--- src/design/text_console_cursor_scroll_core_defines.svh ---
// Assertion helpers for the console modules; tccs_back includes them.
// Each macro expects clk and rst_n in scope.
`ifndef TEXT_CONSOLE_CURSOR_SCROLL_CORE_DEFINES_SVH
`define TEXT_CONSOLE_CURSOR_SCROLL_CORE_DEFINES_SVH

// Same-cycle implication.
`define TCCS_ASSERT_IMPL(label, ante, cons, msg) \
  label: assert property (@(posedge clk) disable iff (!rst_n) (ante) |-> (cons)) \
    else $error(msg);

// Next-cycle implication.
`define TCCS_ASSERT_NEXT(label, ante, cons, msg) \
  label: assert property (@(posedge clk) disable iff (!rst_n) (ante) |=> (cons)) \
    else $error(msg);

`endif

--- src/design/tccs_pkg.sv ---
package tccs_pkg;

  localparam int SCREEN_COLS = 80;
  localparam int SCREEN_ROWS = 25;
  localparam int CELL_COUNT  = SCREEN_ROWS * SCREEN_COLS;
  localparam int ADDR_W      = $clog2(CELL_COUNT);
  localparam int ROW_W       = 5;
  localparam int COL_W       = 7;
  localparam int CELL_W      = 16;
  localparam int QUEUE_DEPTH = 2;

  localparam logic [7:0] BLANK_CHAR   = 8'h20;
  localparam logic [7:0] RESET_ATTR   = 8'h07;
  localparam logic [7:0] CODE_NEWLINE = 8'd10;
  localparam logic [7:0] CODE_RETURN  = 8'd13;

  localparam logic [1:0] REQ_PUT   = 2'd0;
  localparam logic [1:0] REQ_READ  = 2'd1;
  localparam logic [1:0] REQ_CLEAR = 2'd2;

  localparam logic [ROW_W-1:0]  LAST_ROW     = ROW_W'(SCREEN_ROWS - 1);
  localparam logic [COL_W-1:0]  WRAP_COL     = COL_W'(SCREEN_COLS);
  localparam logic [ADDR_W-1:0] COLS_ADDR    = ADDR_W'(SCREEN_COLS);
  localparam logic [ADDR_W-1:0] LAST_CELL    = ADDR_W'(CELL_COUNT - 1);
  localparam logic [ADDR_W-1:0] COPY_LAST    = ADDR_W'(CELL_COUNT - SCREEN_COLS - 1);
  localparam logic [ADDR_W-1:0] BOTTOM_START = ADDR_W'(CELL_COUNT - SCREEN_COLS);

  typedef enum logic [2:0] {
    OP_CHAR,
    OP_NEWLINE,
    OP_RETURN,
    OP_READ,
    OP_CLEAR,
    OP_NOP
  } op_t;

  typedef struct packed {
    op_t               op;
    logic [7:0]        ch;
    logic [ADDR_W-1:0] addr;
    logic              in_range;
  } cmd_t;

  typedef enum logic [2:0] {
    ST_IDLE,
    ST_READ,
    ST_COPY,
    ST_FILL,
    ST_PUT,
    ST_CLEAR
  } state_t;

endpackage

--- src/design/tccs_front.sv ---
module tccs_front import tccs_pkg::*; (
  input  logic             in_valid,
  output logic             in_ready,
  input  logic [1:0]       in_req_type,
  input  logic [7:0]       in_char_code,
  input  logic [ROW_W-1:0] in_read_row,
  input  logic [COL_W-1:0] in_read_col,
  input  logic             init_done,
  output logic             push_valid,
  input  logic             push_ready,
  output cmd_t             push_cmd
);

  logic in_range;

  // No request is taken while the store is being blanked after reset.
  assign in_ready   = push_ready && init_done;
  assign push_valid = in_valid && init_done;

  assign in_range = (in_read_row < ROW_W'(SCREEN_ROWS)) && (in_read_col < WRAP_COL);

  always_comb begin
    push_cmd.ch       = in_char_code;
    push_cmd.in_range = in_range;
    push_cmd.addr     = in_range ?
                        ADDR_W'(ADDR_W'(in_read_row) * COLS_ADDR + ADDR_W'(in_read_col)) :
                        '0;
    unique case (in_req_type)
      REQ_PUT: begin
        if (in_char_code == CODE_NEWLINE) begin
          push_cmd.op = OP_NEWLINE;
        end else if (in_char_code == CODE_RETURN) begin
          push_cmd.op = OP_RETURN;
        end else begin
          push_cmd.op = OP_CHAR;
        end
      end
      REQ_READ:  push_cmd.op = OP_READ;
      REQ_CLEAR: push_cmd.op = OP_CLEAR;
      default:   push_cmd.op = OP_NOP;
    endcase
  end

endmodule

--- config.mk ---
export PLATFORM = sky130hd
export DESIGN_NAME = tccs_front
export DESIGN_NICKNAME = d
export VERILOG_FILES = /design/src/design/text_console_cursor_scroll_core_defines.svh /design/src/design/tccs_pkg.sv /design/src/design/tccs_front.sv
export SDC_FILE = /design/constraint.sdc
export NUM_CORES = 1
export LEC_CHECK = 0
export ABC_AREA = 1
export ABC_CLOCK_PERIOD_IN_PS = 2600
export BUFFER_PORTS_ARGS = -buffer_cell sky130_fd_sc_hd__buf_2
export CAP_MARGIN = 20
export CORE_MARGIN = 2
export CORE_UTILIZATION = 44
export DETAILED_ROUTE_END_ITERATION = 10
export GPL_ROUTABILITY_DRIVEN = 0
export GPL_TIMING_DRIVEN = 0
export PLACE_DENSITY = 0.86
export SYNTH_ARGS = -nofsm -noshare
export SYNTH_HDL_FRONTEND = slang
export SYNTH_SLANG_ARGS = --single-unit
--- constraint.sdc ---
create_clock -name vclk -period 2.6
set_clock_uncertainty 0.05 [all_clocks]
set_input_delay 0.26 -clock vclk [all_inputs]
set_output_delay 0.26 -clock vclk [all_outputs]
set_load 0.05 [all_outputs]
==> reports/metrics.yaml <==
crit_type: "input port to output port"
whs_ns: 0.807
cp_num_buf_inv: 3
post_cts_buffers: 0
holdPathEnd: "push_cmd[21]"
row_count: 13
io_pins: 50
crit_fanout: 4
area_growth_pct: 44.9
core_area_um2: 1280
dieHeight_um: 41.1
cp-start-kind: "input port"
cap_violations: 0
vdd_drop_max_mv: 0.164
grt_pass1_vias: 505
die_w_um: 41.1
utilization_pct: 68.2
hold_viol_final: 0
setup_viol_count_final: 0
antenna_cells: 0
antenna_found_initial: 0
gr-total-overflow: 0
grt_max_degree: 10
tightest_slew_ns: 0.255
clockPowerShare_pct: 0
whs_path_depth: 3
drv_slew: 0
power_leakage_nw: 0.584
placed_cell_area_um2: 873
fin_cells: 167
wire_per_inst_um: 8.99
seq_cells: 0
p_comb_share_pct: 100.0
tns_ns: 0
critPathRequiredTime_ns: 2.29
initialDrtViolationCount: 7
drc_errors: 0
port_buffers: 50
final.period_utilization_pct: 93.9
ys_types: 22
initial_core_util_pct: 47.0
dieArea_um2: 1690
fin_crit_ns: 2.44
vias_per_cell: 4.45
final_net_count: 190
dp_cells: 167
seq_area_frac_synth_pct: 0
vias: 743
cp_top_family: "adder cells"
worst_setup_path_end_kind: "output port"
firstDrtPassIters: 4
rsz0062_at_grt: "no"
place_hpwl_um: 1380
max_freq_mhz: 409
n_fill_cell: 123
regArea_um2: 0
slew-limit-headroom_pct: 83.1
crit_arrival_ns: 2.13
status: "complete, no violations"
layout-drive-gt1-share_pct: 44.1
fin_total_pwr_uw: 295
multi_input_area_um2: 444
netSwitchingFraction_pct: 69.5
power_frac_seq_pct: 0
pre_cts_ws_ns: 0.110
cellPowerDensity_nw_per_um2: 336
hold_buffers: 0
critPathMaxStageDelay_ns: 0.45
setup_ws_ns: 0.158
synthCells: 102
intPower_uw: 90.0
crit_top_cell: "ha_1"
grt_usage_pct: 17.8
syn_avg_cell_area_um2: 5.92
antenna_left: 0
crit_chain: "buf_2 > ha_1 > ha_1 > inv_1 > fa_1 > nor2_2 > nand4_1 > nand3_1 > nand2_1 > nor2_1 > buf_4"
worstHoldPathType: "input port to output port"
worstHoldStart: "in_req_type[1]"
synth_area_um2: 604
syn_nets: 138
finish.instance_area_um2: 876
wirelength_um: 1500
clock_buffers: 0
crit_slowest_cell: "fa_1"
ys_warn_count: 0
grt_pass1_wl_um: 2070
power_switching_uw: 205
cts_resized: 0
[per-layer routing]
metal	track usage, %	wire length, um	vias up
met4	0	0	0
met5	0	0	-
met1	23.3	613	314
met3	0	96	0
li1	-	-	406
met2	34.0	790	23
[cell usage after synthesis (all sizes together)]
master	number	area share, %
inv	23	15
nor2	21	13
nand2	16	10
buf	9	11
ha	9	19
nand3	8	8.3
a21oi	4	5.2
nand4	3	3.1
fa	2	6.6
clkbuf	1	0.62
nor3	1	1.7
o21a	1	1.2
o21ai	1	0.83
o21bai	1	1.2
xnor2	1	1.4
xor2	1	1.4
[how the worst max path moves through the flow]
stage / slack (ns) / end / cells past startpoint / startpoint
final: 0.16 / push_cmd[10] / 11 / in_read_row[1]
after global routing: 0.05 / push_cmd[10] / 11 / in_read_row[1]
after CTS: 0.10 / push_cmd[10] / 11 / in_read_row[1]
after detailed placement: 0.11 / push_cmd[10] / 11 / in_read_row[1]
after global placement: 0.15 / push_cmd[10] / 11 / in_read_row[1]
after floorplan: 0.06 / push_cmd[10] / 9 / in_read_row[1]
[layout by cell type (no fill, tap or decap), types with 2 or more instances in the layout]
cell type	n
ha_1	9
inv_1	21
nor2_1	20
buf_2	49
nand3_1	6
fa_1	2
buf_4	10
nand2_1	15
nand4_1	3
nand3_2	2
a21oi_1	3
[area by class of cell]
class | count | area share, %
buffer | 10 | 8.14
inverter | 23 | 10.1
multi-input combinational | 69 | 50.7
tap | 15 | 2.14
timing repair buffer | 50 | 28.9
[power by group through the flow]
| stage | clock network [mW] | registers [mW] | logic (mW) |
|---|---|---|---|
| after floorplan | 0 | 0 | 0.223 |
| after global placement | 0 | 0 | 0.287 |
| after detailed placement | 0 | 0 | 0.294 |
| after CTS | 0 | 0 | 0.295 |
| after global routing | 0 | 0 | 0.320 |
| final | 0 | 0 | 0.295 |
[cells by family after synthesis]
kind of cell / synth area share (%)
buffers and inverters: 26.5
AOI/OAI and AO/OA: 8.49
xor gates and xnor gates: 2.90
and+or+nand+nor: 36.9
adders and majority gates: 25.3
No activity file was read; power rests on OpenSTA's default activity.
