===== src/design/text_console_cursor_scroll_core_defines.svh =====
// Assertion helpers for the console modules; tccs_back includes them.
// Each macro expects clk and rst_n in scope.
`ifndef TEXT_CONSOLE_CURSOR_SCROLL_CORE_DEFINES_SVH
`define TEXT_CONSOLE_CURSOR_SCROLL_CORE_DEFINES_SVH

// Same-cycle implication.
`define TCCS_ASSERT_IMPL(label, ante, cons, msg) \
  label: assert property (@(posedge clk) disable iff (!rst_n) (ante) |-> (cons)) \
    else $error(msg);

// Next-cycle implication.
`define TCCS_ASSERT_NEXT(label, ante, cons, msg) \
  label: assert property (@(posedge clk) disable iff (!rst_n) (ante) |=> (cons)) \
    else $error(msg);

`endif


===== src/design/tccs_pkg.sv =====
package tccs_pkg;

  localparam int SCREEN_COLS = 80;
  localparam int SCREEN_ROWS = 25;
  localparam int CELL_COUNT  = SCREEN_ROWS * SCREEN_COLS;
  localparam int ADDR_W      = $clog2(CELL_COUNT);
  localparam int ROW_W       = 5;
  localparam int COL_W       = 7;
  localparam int CELL_W      = 16;
  localparam int QUEUE_DEPTH = 2;

  localparam logic [7:0] BLANK_CHAR   = 8'h20;
  localparam logic [7:0] RESET_ATTR   = 8'h07;
  localparam logic [7:0] CODE_NEWLINE = 8'd10;
  localparam logic [7:0] CODE_RETURN  = 8'd13;

  localparam logic [1:0] REQ_PUT   = 2'd0;
  localparam logic [1:0] REQ_READ  = 2'd1;
  localparam logic [1:0] REQ_CLEAR = 2'd2;

  localparam logic [ROW_W-1:0]  LAST_ROW     = ROW_W'(SCREEN_ROWS - 1);
  localparam logic [COL_W-1:0]  WRAP_COL     = COL_W'(SCREEN_COLS);
  localparam logic [ADDR_W-1:0] COLS_ADDR    = ADDR_W'(SCREEN_COLS);
  localparam logic [ADDR_W-1:0] LAST_CELL    = ADDR_W'(CELL_COUNT - 1);
  localparam logic [ADDR_W-1:0] COPY_LAST    = ADDR_W'(CELL_COUNT - SCREEN_COLS - 1);
  localparam logic [ADDR_W-1:0] BOTTOM_START = ADDR_W'(CELL_COUNT - SCREEN_COLS);

  typedef enum logic [2:0] {
    OP_CHAR,
    OP_NEWLINE,
    OP_RETURN,
    OP_READ,
    OP_CLEAR,
    OP_NOP
  } op_t;

  typedef struct packed {
    op_t               op;
    logic [7:0]        ch;
    logic [ADDR_W-1:0] addr;
    logic              in_range;
  } cmd_t;

  typedef enum logic [2:0] {
    ST_IDLE,
    ST_READ,
    ST_COPY,
    ST_FILL,
    ST_PUT,
    ST_CLEAR
  } state_t;

endpackage


===== src/design/tccs_queue.sv =====
module tccs_queue import tccs_pkg::*; (
  input  logic clk,
  input  logic rst_n,
  input  logic push_valid,
  output logic push_ready,
  input  cmd_t push_cmd,
  output logic pop_valid,
  input  logic pop_ready,
  output cmd_t pop_cmd
);

  localparam int PTR_W = (QUEUE_DEPTH > 1) ? $clog2(QUEUE_DEPTH) : 1;
  localparam int CNT_W = $clog2(QUEUE_DEPTH + 1);

  cmd_t             q_r [QUEUE_DEPTH];
  logic [PTR_W-1:0] wptr_r, wptr_nxt;
  logic [PTR_W-1:0] rptr_r, rptr_nxt;
  logic [CNT_W-1:0] count_r, count_nxt;
  logic             do_push, do_pop;

  assign push_ready = count_r != CNT_W'(QUEUE_DEPTH);
  assign pop_valid  = count_r != '0;
  assign pop_cmd    = q_r[rptr_r];
  assign do_push    = push_valid && push_ready;
  assign do_pop     = pop_valid && pop_ready;

  always_comb begin
    wptr_nxt  = wptr_r;
    rptr_nxt  = rptr_r;
    count_nxt = count_r;
    if (do_push) begin
      wptr_nxt = (wptr_r == PTR_W'(QUEUE_DEPTH - 1)) ? '0 : wptr_r + PTR_W'(1);
    end
    if (do_pop) begin
      rptr_nxt = (rptr_r == PTR_W'(QUEUE_DEPTH - 1)) ? '0 : rptr_r + PTR_W'(1);
    end
    if (do_push && !do_pop) begin
      count_nxt = count_r + CNT_W'(1);
    end else if (do_pop && !do_push) begin
      count_nxt = count_r - CNT_W'(1);
    end
  end

  always_ff @(posedge clk) begin
    if (!rst_n) begin
      wptr_r  <= '0;
      rptr_r  <= '0;
      count_r <= '0;
    end else begin
      wptr_r  <= wptr_nxt;
      rptr_r  <= rptr_nxt;
      count_r <= count_nxt;
    end
  end

  always_ff @(posedge clk) begin
    if (do_push) begin
      q_r[wptr_r] <= push_cmd;
    end
  end

endmodule


===== config.mk =====
export PLATFORM = sky130hd
export DESIGN_NAME = tccs_queue
export DESIGN_NICKNAME = d
export VERILOG_FILES = /design/src/design/text_console_cursor_scroll_core_defines.svh /design/src/design/tccs_pkg.sv /design/src/design/tccs_queue.sv
export SDC_FILE = /design/constraint.sdc
export NUM_CORES = 1
export LEC_CHECK = 0
export ABC_AREA = 1
export BUFFER_PORTS_ARGS = -buffer_cell sky130_fd_sc_hd__buf_2
export CORE_ASPECT_RATIO = 2
export CORE_MARGIN = 5
export CORE_UTILIZATION = 38
export CTS_CLUSTER_DIAMETER = 100
export CTS_CLUSTER_SIZE = 30
export DETAILED_ROUTE_END_ITERATION = 10
export GPL_TIMING_DRIVEN = 0
export MAX_ROUTING_LAYER = met4
export SYNTH_ARGS = -nofsm -noshare
export SYNTH_HDL_FRONTEND = slang
export SYNTH_SLANG_ARGS = --single-unit
export TNS_END_PERCENT = 5

===== constraint.sdc =====
create_clock -name clk -period 2.1 [get_ports clk]
set_input_delay 0.42 -clock clk [delete_from_list [all_inputs] [get_ports clk]]
set_output_delay 0.42 -clock clk [all_outputs]
set_load 0.01 [all_outputs]

==> results by group, run 1 <==
Status
  – Status: finished, final reports clean

Setup path
  – Reg2reg setup slack: 0.49 ns
  – Crit path max-delay family: flip-flops
  – FF-to-FF End: q_r[0][2]
  – R2R depth: 5
  – Crit path max fanout: 10
  – Kind of critical path: flip-flop to output pin
  – Reg-to-Reg Start: count_r[0]
  – Critical path endpoint category: output pin
  – CP required: 1.68 ns
  – Worst path depth: 3
  – Crit-path cells: buf_6 > mux2_2 > buf_2
  – CP startpoint kind: flip-flop
  – Crit path arrival time: 1.43 ns
  – Critical-path top delay cell: dfxtp_1
  – Crit-path max cell delay: 0.45 ns
  – WP buf/inv: 2

Synthesis
  – Synth top area share: 72.6%
  – FF+latch count, synth: 51
  – Ys Warns: 0
  – Syn Inst Count: 108
  – Mux share of post-synthesis cell area: 13.6%
  – Synth Area in Compound Gates: 1.18%
  – Synthesized-area fraction occupied by xor and xnor cells: 0%
  – Largest family of logic cells by synthesized area: multiplexers
  – Post-synthesis net count: 136
  – Syn Area/Cell: 17.6 um2
  – Simple-gate share of the synthesized area: 3.94%
  – Area contributors post-synth: edfxtp_1, mux2_2, dfxtp_1
  – Post-synthesis cell type count: 14
  – Post-Synth Adder-Cell Area: 0.657%
  – Largest area contributor in the netlist: edfxtp_1
  – Sequential area share after synthesis: 77.8%
  – Synthesized cell area: 1900 um2

Cells and area
  – Register Area: 1480 um2
  – Fin nets: 196
  – Filler cells: 455
  – Most frequent cells in the layout: buf_2, edfxtp_1, mux2_2
  – Syn-to-layout area delta: 24.8%
  – Footprint of the multi-input gates: 374 um2
  – Fraction of layout cells with a size suffix above 1: 52.1%
  – ANT cells: 0
  – Fin area: 2370 um2
  – Commonest non-fill, non-tap cell in the layout: buf_2

Placed design
  – RD Place Congestion: 0.691
  – Number of port buffers: 51
  – DP HPWL: 2520 um
  – Placed inst area: 2290 um2

Drt
  – DRT iter0 DRCs: 24
  – Drt pass-1 iters: 4
  – Total wire length: 3410 um
  – DRT antenna net count: 0
  – Vias post-DR: 1059
  – DR WL/cell: 15.1 um
  – Via/cell ratio: 4.69
  – # DRC: 0

STA
  – Slew headroom: 66.0%
  – Worst slew pin tran: 0.509 ns
  – Setup Viol. Count Final: 0
  – Fin crit share: 88.3%
  – Hold slack: 0.305 ns
  – Final Skew: 0.00629 ns
  – Fmax: 539 MHz
  – Tmin final: 1.85 ns
  – RSZ-0062 raised after global routing: no
  – Max Slew Vio Count: 0
  – Final hold violation count: 0

Die
  – Total die area: 6610 um2
  – FP Rows: 36
  – Chip Width: 60.0 um
  – Initial Util: 39.1%
  – Core footprint: 4860 um2
  – Die span in y: 110 um
  – Top Ports: 52

Power
  – Pint: 0.00187 W
  – Pleak: 0.919 nW
  – PD cells: 1100 nW/um2
  – Peak supply drop: 0.841 mV
  – Combinational Power Share: 28.2%
  – Net Sw Power: 0.000750 W
  – Switching Share: 28.6%
  – Seq pwr share: 51.2%
  – Clock power frac: 20.6%

Clock network
  – # hold bufs at CTS: 0
  – CTS sink cnt: 51
  – Clock latency on the worst-skew pair: 0.30 ns
  – CTS tree: built
  – Total setup buffers inserted after CTS: 0
  – Htree depth: 2
  – CTS Root Cell: clkbuf_8
  – Post-CTS Resized: 0
  – Clk slew on worst S/H paths: 0.09 ns
  – CTS buffer count: 5
  – Worst-case clock buffer depth: 2

Global route
  – Total congestion overflow: 0
  – Initial antenna violation count: 0
  – First-pass GRT wire length: 5220 um
  – Vias in the first global route: 1139
  – Total GRT Usage: 11.2%
  – Largest net degree at the start of global routing: 18

Min path
  – Hold Path Stages: 1
  – Worst Hold Class: input pin to flip-flop
  – Worst hold start: push_cmd[13]
  – Hold endpoint: q_r[1][13]

Job
  – # Max-Cap Violations: 0
[state kept, by name, indices dropped and copies added, names as in the netlist, named ones only]
signal	cells
q_r	46
rptr_r	1
count_r	2
wptr_r	1
[per-stage QoR]
stage,util [%],instances,total power [W],setup TNS [ns],setup slack [ns]
after floorplan,-,108,0.00181,0,0.0880
final,48.8,226,0.00262,0,0.246
after CTS,48.8,226,0.00267,0,0.224
after global routing,48.8,226,0.00278,0,0.173
after detailed placement,47.1,218,0.00213,0,0.489
after global placement,45.8,216,0.00204,-16.40,-0.359
[final cells by class]
cell class | instances | share of cell area, %
Tap cell | 57 | 3.00
Sequential cell | 51 | 62.4
Inverter | 8 | 1.26
Multi-Input combinational cell | 47 | 15.8
Clock buffer | 6 | 3.06
Clock inverter | 2 | 0.527
Timing Repair Buffer | 53 | 13.1
Buffer | 2 | 0.948
[synthesized netlist by cell type]
cell type,n
a21oi_1,1
buf_6,2
dfxtp_1,5
edfxtp_1,46
ha_1,1
inv_1,7
inv_2,1
mux2_2,23
nand2_1,9
nand3_1,1
nand4_1,1
nor2_1,8
o21a_1,1
o21ai_0,2
[worst reg2reg max path, stage by stage, from the launching register on]
cell     delay (ns)
dfxtp_1        0.39
inv_2          0.08
nand2_1        0.07
nand2_1        0.12
nor2_2         0.43
buf_16         0.22
[how the worst max path moves through the flow]
stage,endpoint,slack [ns]
2_1_floorplan,q_r[1][0],0.09
3_3_place_gp,q_r[1][16],-0.36
3_5_place_dp,q_r[1][1],0.49
4_1_cts,pop_cmd[6],0.22
5_1_grt,pop_cmd[6],0.17
6_report,pop_cmd[9],0.25
[power by group through the flow]
stage	Clock (W)	Combinational, W	Sequential [W]
CTS	0.000558	0.000763	0.00135
global placement	0	0.000680	0.00136
global route	0.000603	0.000820	0.00136
finish	0.000541	0.000740	0.00134
floorplan	0	0.000460	0.00135
detailed placement	0	0.000759	0.00137
[per-layer routing]
| metal | track usage [%] | vias up | part of all wire, % |
|---|---|---|---|
| li1 | - | 512 | - |
| met3 | 3.61 | 7 | 7.1 |
| met2 | 19.9 | 35 | 57 |
| met1 | 10.5 | 505 | 33 |
| met5 | - | - | 0 |
| met4 | 5.23 | 0 | 2.1 |
[cells by family (layout without fill, tap and decap cells)]
group,after synthesis,count (layout)
AOI/OAI and AO/OA,4,4
adders and majority gates,1,1
buffers and inverters,10,71
DFF,51,51
muxes,23,23
and+or+nand+nor,19,19
Note: power is estimated with default switching activity, not from simulation.
==> run 2: changes to the inputs <==
Settings changed: SETUP_SLACK_MARGIN from default to 0.4.
==> run 2 against run 1 <==
Compared with the run above: global-route usage about the same; wire length down 0.18%; utilization up 0.39 points; cell count up 0.44%; sequential share of layout area down 0.33 points; maximum frequency up 7.7%; largest power group unchanged.
==> results by group, run 2 (synthesized netlist as in run 1, its figures left out) <==
Power
  – Peak supply drop: 0.897 mV (+6.6%)
  – PD cells: 1100 nW/um2 (about the same)
  – Pleak: 0.927 nW (+0.89%)

Drt
  – Vias post-DR: 1065 (+0.57%)
  – Via/cell ratio: 4.69 (+0.12%)
  – DR WL/cell: 15.0 um (-0.62%)
  – Top Layer Used: met4
  – Total wire length: 3400 um (-0.18%)
  – Drt pass-1 iters: 4 (unchanged)
  – Metal2 WL: 1970 um (+0.77%)
  – Wire length on met1: 1120 um (-2.0%)
  – Met3 Routed Length: 243 um (unchanged)
  – DRT iter0 DRCs: 23 (-4.2%)
  – DRT antenna net count: 0 (unchanged)
  – # DRC: 0 (unchanged)

STA
  – Tmin final: 1.72 ns (-0.133 ns)
  – Fin crit share: 82.0% (-6.3 points)
  – Slew headroom: 66.0% (-0.076 points)
  – Worst slew pin tran: 0.510 ns (+0.00113 ns)
  – Final hold violation count: 0 (unchanged)
  – Fmax: 581 MHz (+7.7%)
  – RSZ-0062 raised after global routing: yes
  – Setup Viol. Count Final: 0 (unchanged)
  – Max Slew Vio Count: 0 (unchanged)
  – Final Skew: 0.00626 ns (-0.0000212 ns)

Setup path
  – CP startpoint kind: flip-flop
  – Reg2reg setup slack: 0.49 ns (about the same)
  – Critical path endpoint category: output pin
  – Crit-path max cell delay: 0.38 ns (-0.07 ns)
  – Kind of critical path: flip-flop to output pin
  – Crit path max fanout: 10 (unchanged)
  – CP required: 1.68 ns (about the same)
  – R2R depth: 5 (unchanged)
  – Crit-path cells: buf_8 > mux2_2 > buf_2
  – Crit path arrival time: 1.30 ns (-0.13 ns)
  – Reg-to-Reg Start: count_r[0]
  – Critical-path top delay cell: dfxtp_4
  – FF-to-FF End: q_r[0][2]

Global route
  – Initial antenna violation count: 0 (unchanged)
  – Total congestion overflow: 0 (unchanged)
  – Vias in the first global route: 1151 (+1.1%)
  – Largest net degree at the start of global routing: 18 (unchanged)
  – Total GRT Usage: 11.2% (+0.024 points)
  – First-pass GRT wire length: 5240 um (+0.40%)

Min path
  – Worst Hold Class: input pin to flip-flop
  – Worst hold start: push_cmd[13]
  – Hold Path Stages: 1 (unchanged)
  – Hold endpoint: q_r[1][13]

Placed design
  – Dpl cells: 218 (unchanged)
  – DP HPWL: 2520 um (unchanged)
  – Number of port buffers: 51 (unchanged)
  – RD Place Congestion: 0.691 (unchanged)

Die
  – Top Ports: 52 (unchanged)
  – Initial Util: 39.1% (unchanged)
  – FP Rows: 36 (unchanged)
  – Chip Width: 60.0 um (unchanged)
  – Total die area: 6610 um2 (unchanged)
  – Core footprint: 4860 um2 (unchanged)
  – Die span in y: 110 um (unchanged)

Cells and area
  – Commonest non-fill, non-tap cell in the layout: buf_2
  – Fin nets: 197 (+0.51%)
  – Largest reg by FF count: q_r
  – Most frequent cells in the layout: buf_2, edfxtp_1, mux2_2
  – Max reg flops: 46 (unchanged)
  – ANT cells: 0 (unchanged)
  – Syn-to-layout area delta: 25.8%
  – Layout Cells excl Fill: 227 (+0.44%)
  – Fraction of layout cells with a size suffix above 1: 52.9% (+0.87 points)
  – Largest registers: q_r x46, count_r x2
  – Final core utilization: 49.2% (+0.39 points)

Clock network
  – CTS Root Cell: clkbuf_8
  – CTS tree: built
  – Htree depth: 2 (unchanged)
  – Worst-case clock buffer depth: 2 (unchanged)
  – Clk slew on worst S/H paths: 0.09 ns (about the same)
  – Clock latency on the worst-skew pair: 0.30 ns (about the same)
  – CTS sink cnt: 51 (unchanged)
  – CTS buffer count: 5 (unchanged)

Job
  – # Max-Cap Violations: 0 (unchanged)

Status
  – Status: finished, final reports clean
==> run 2: timing repair <==
| action | in CTS | in global routing |
|---|---|---|
| endpoints found under the hold margin | 0 | 0 |
| setup buffers | 1 | 0 |
| endpoints found under the setup margin | 20 | 47 |
| pin swaps | 0 | 0 |
| resized for setup | 4 | 0 |
| hold buffers | 0 | 0 |
==> run 2: power breakdown <==
group	total [W]	internal [W]	leakage, nW	switching [W]
registers	0.00134	0.00129	0.471	0.0000556
logic	0.000762	0.000372	0.415	0.000391
clock network	0.000539	0.000233	0.0412	0.000306
==> run 2: stage by stage <==
stage	area (um2)	power [W]	setup slack [ns]	setup TNS, ns	hold slack (ns)
2_1_floorplan	1900	0.00181	0.0880	0	0.467
3_3_place_gp	2230	0.00204	-0.359	-16.40	0.479
3_5_place_dp	2290	0.00213	0.489	0	0.508
4_1_cts	2390	0.00269	0.364	0	0.293
5_1_grt	2390	0.00280	0.324	0	0.290
6_report	2390	0.00264	0.379	0	0.305
==> run 2: worst max path at each step <==
stage,from,to
after floorplan,count_r[0],q_r[1][0]
after global placement,push_valid,q_r[1][16]
after detailed placement,count_r[0],q_r[1][1]
after CTS,flip-flop,pop_cmd[6]
after global routing,flip-flop,pop_cmd[6]
final,flip-flop,pop_cmd[9]
==> run 2: final cells by class <==
class	instances	area, um2
clock buffers	6	72.6
well taps	57	71.3
plain buffers	2	30.0
clock inverters	2	12.5
inverters	8	30.0
multi-input cells	47	374
fillers	451	2470
flip-flops and latches	51	1490
repair buffers	54	318
==> run 2: worst max-delay path: cells and delay by family, from the launching register on <==
kind / cells / cell delay [ns]
flops: 1 / 0.38
buf+inv: 2 / 0.28
mux: 1 / 0.35
==> run 2: metal layers <==
metal,vias up,track usage (%)
li1,514,-
met1,509,10.3
met2,35,20.1
met3,7,3.61
met4,0,5.23
met5,-,-
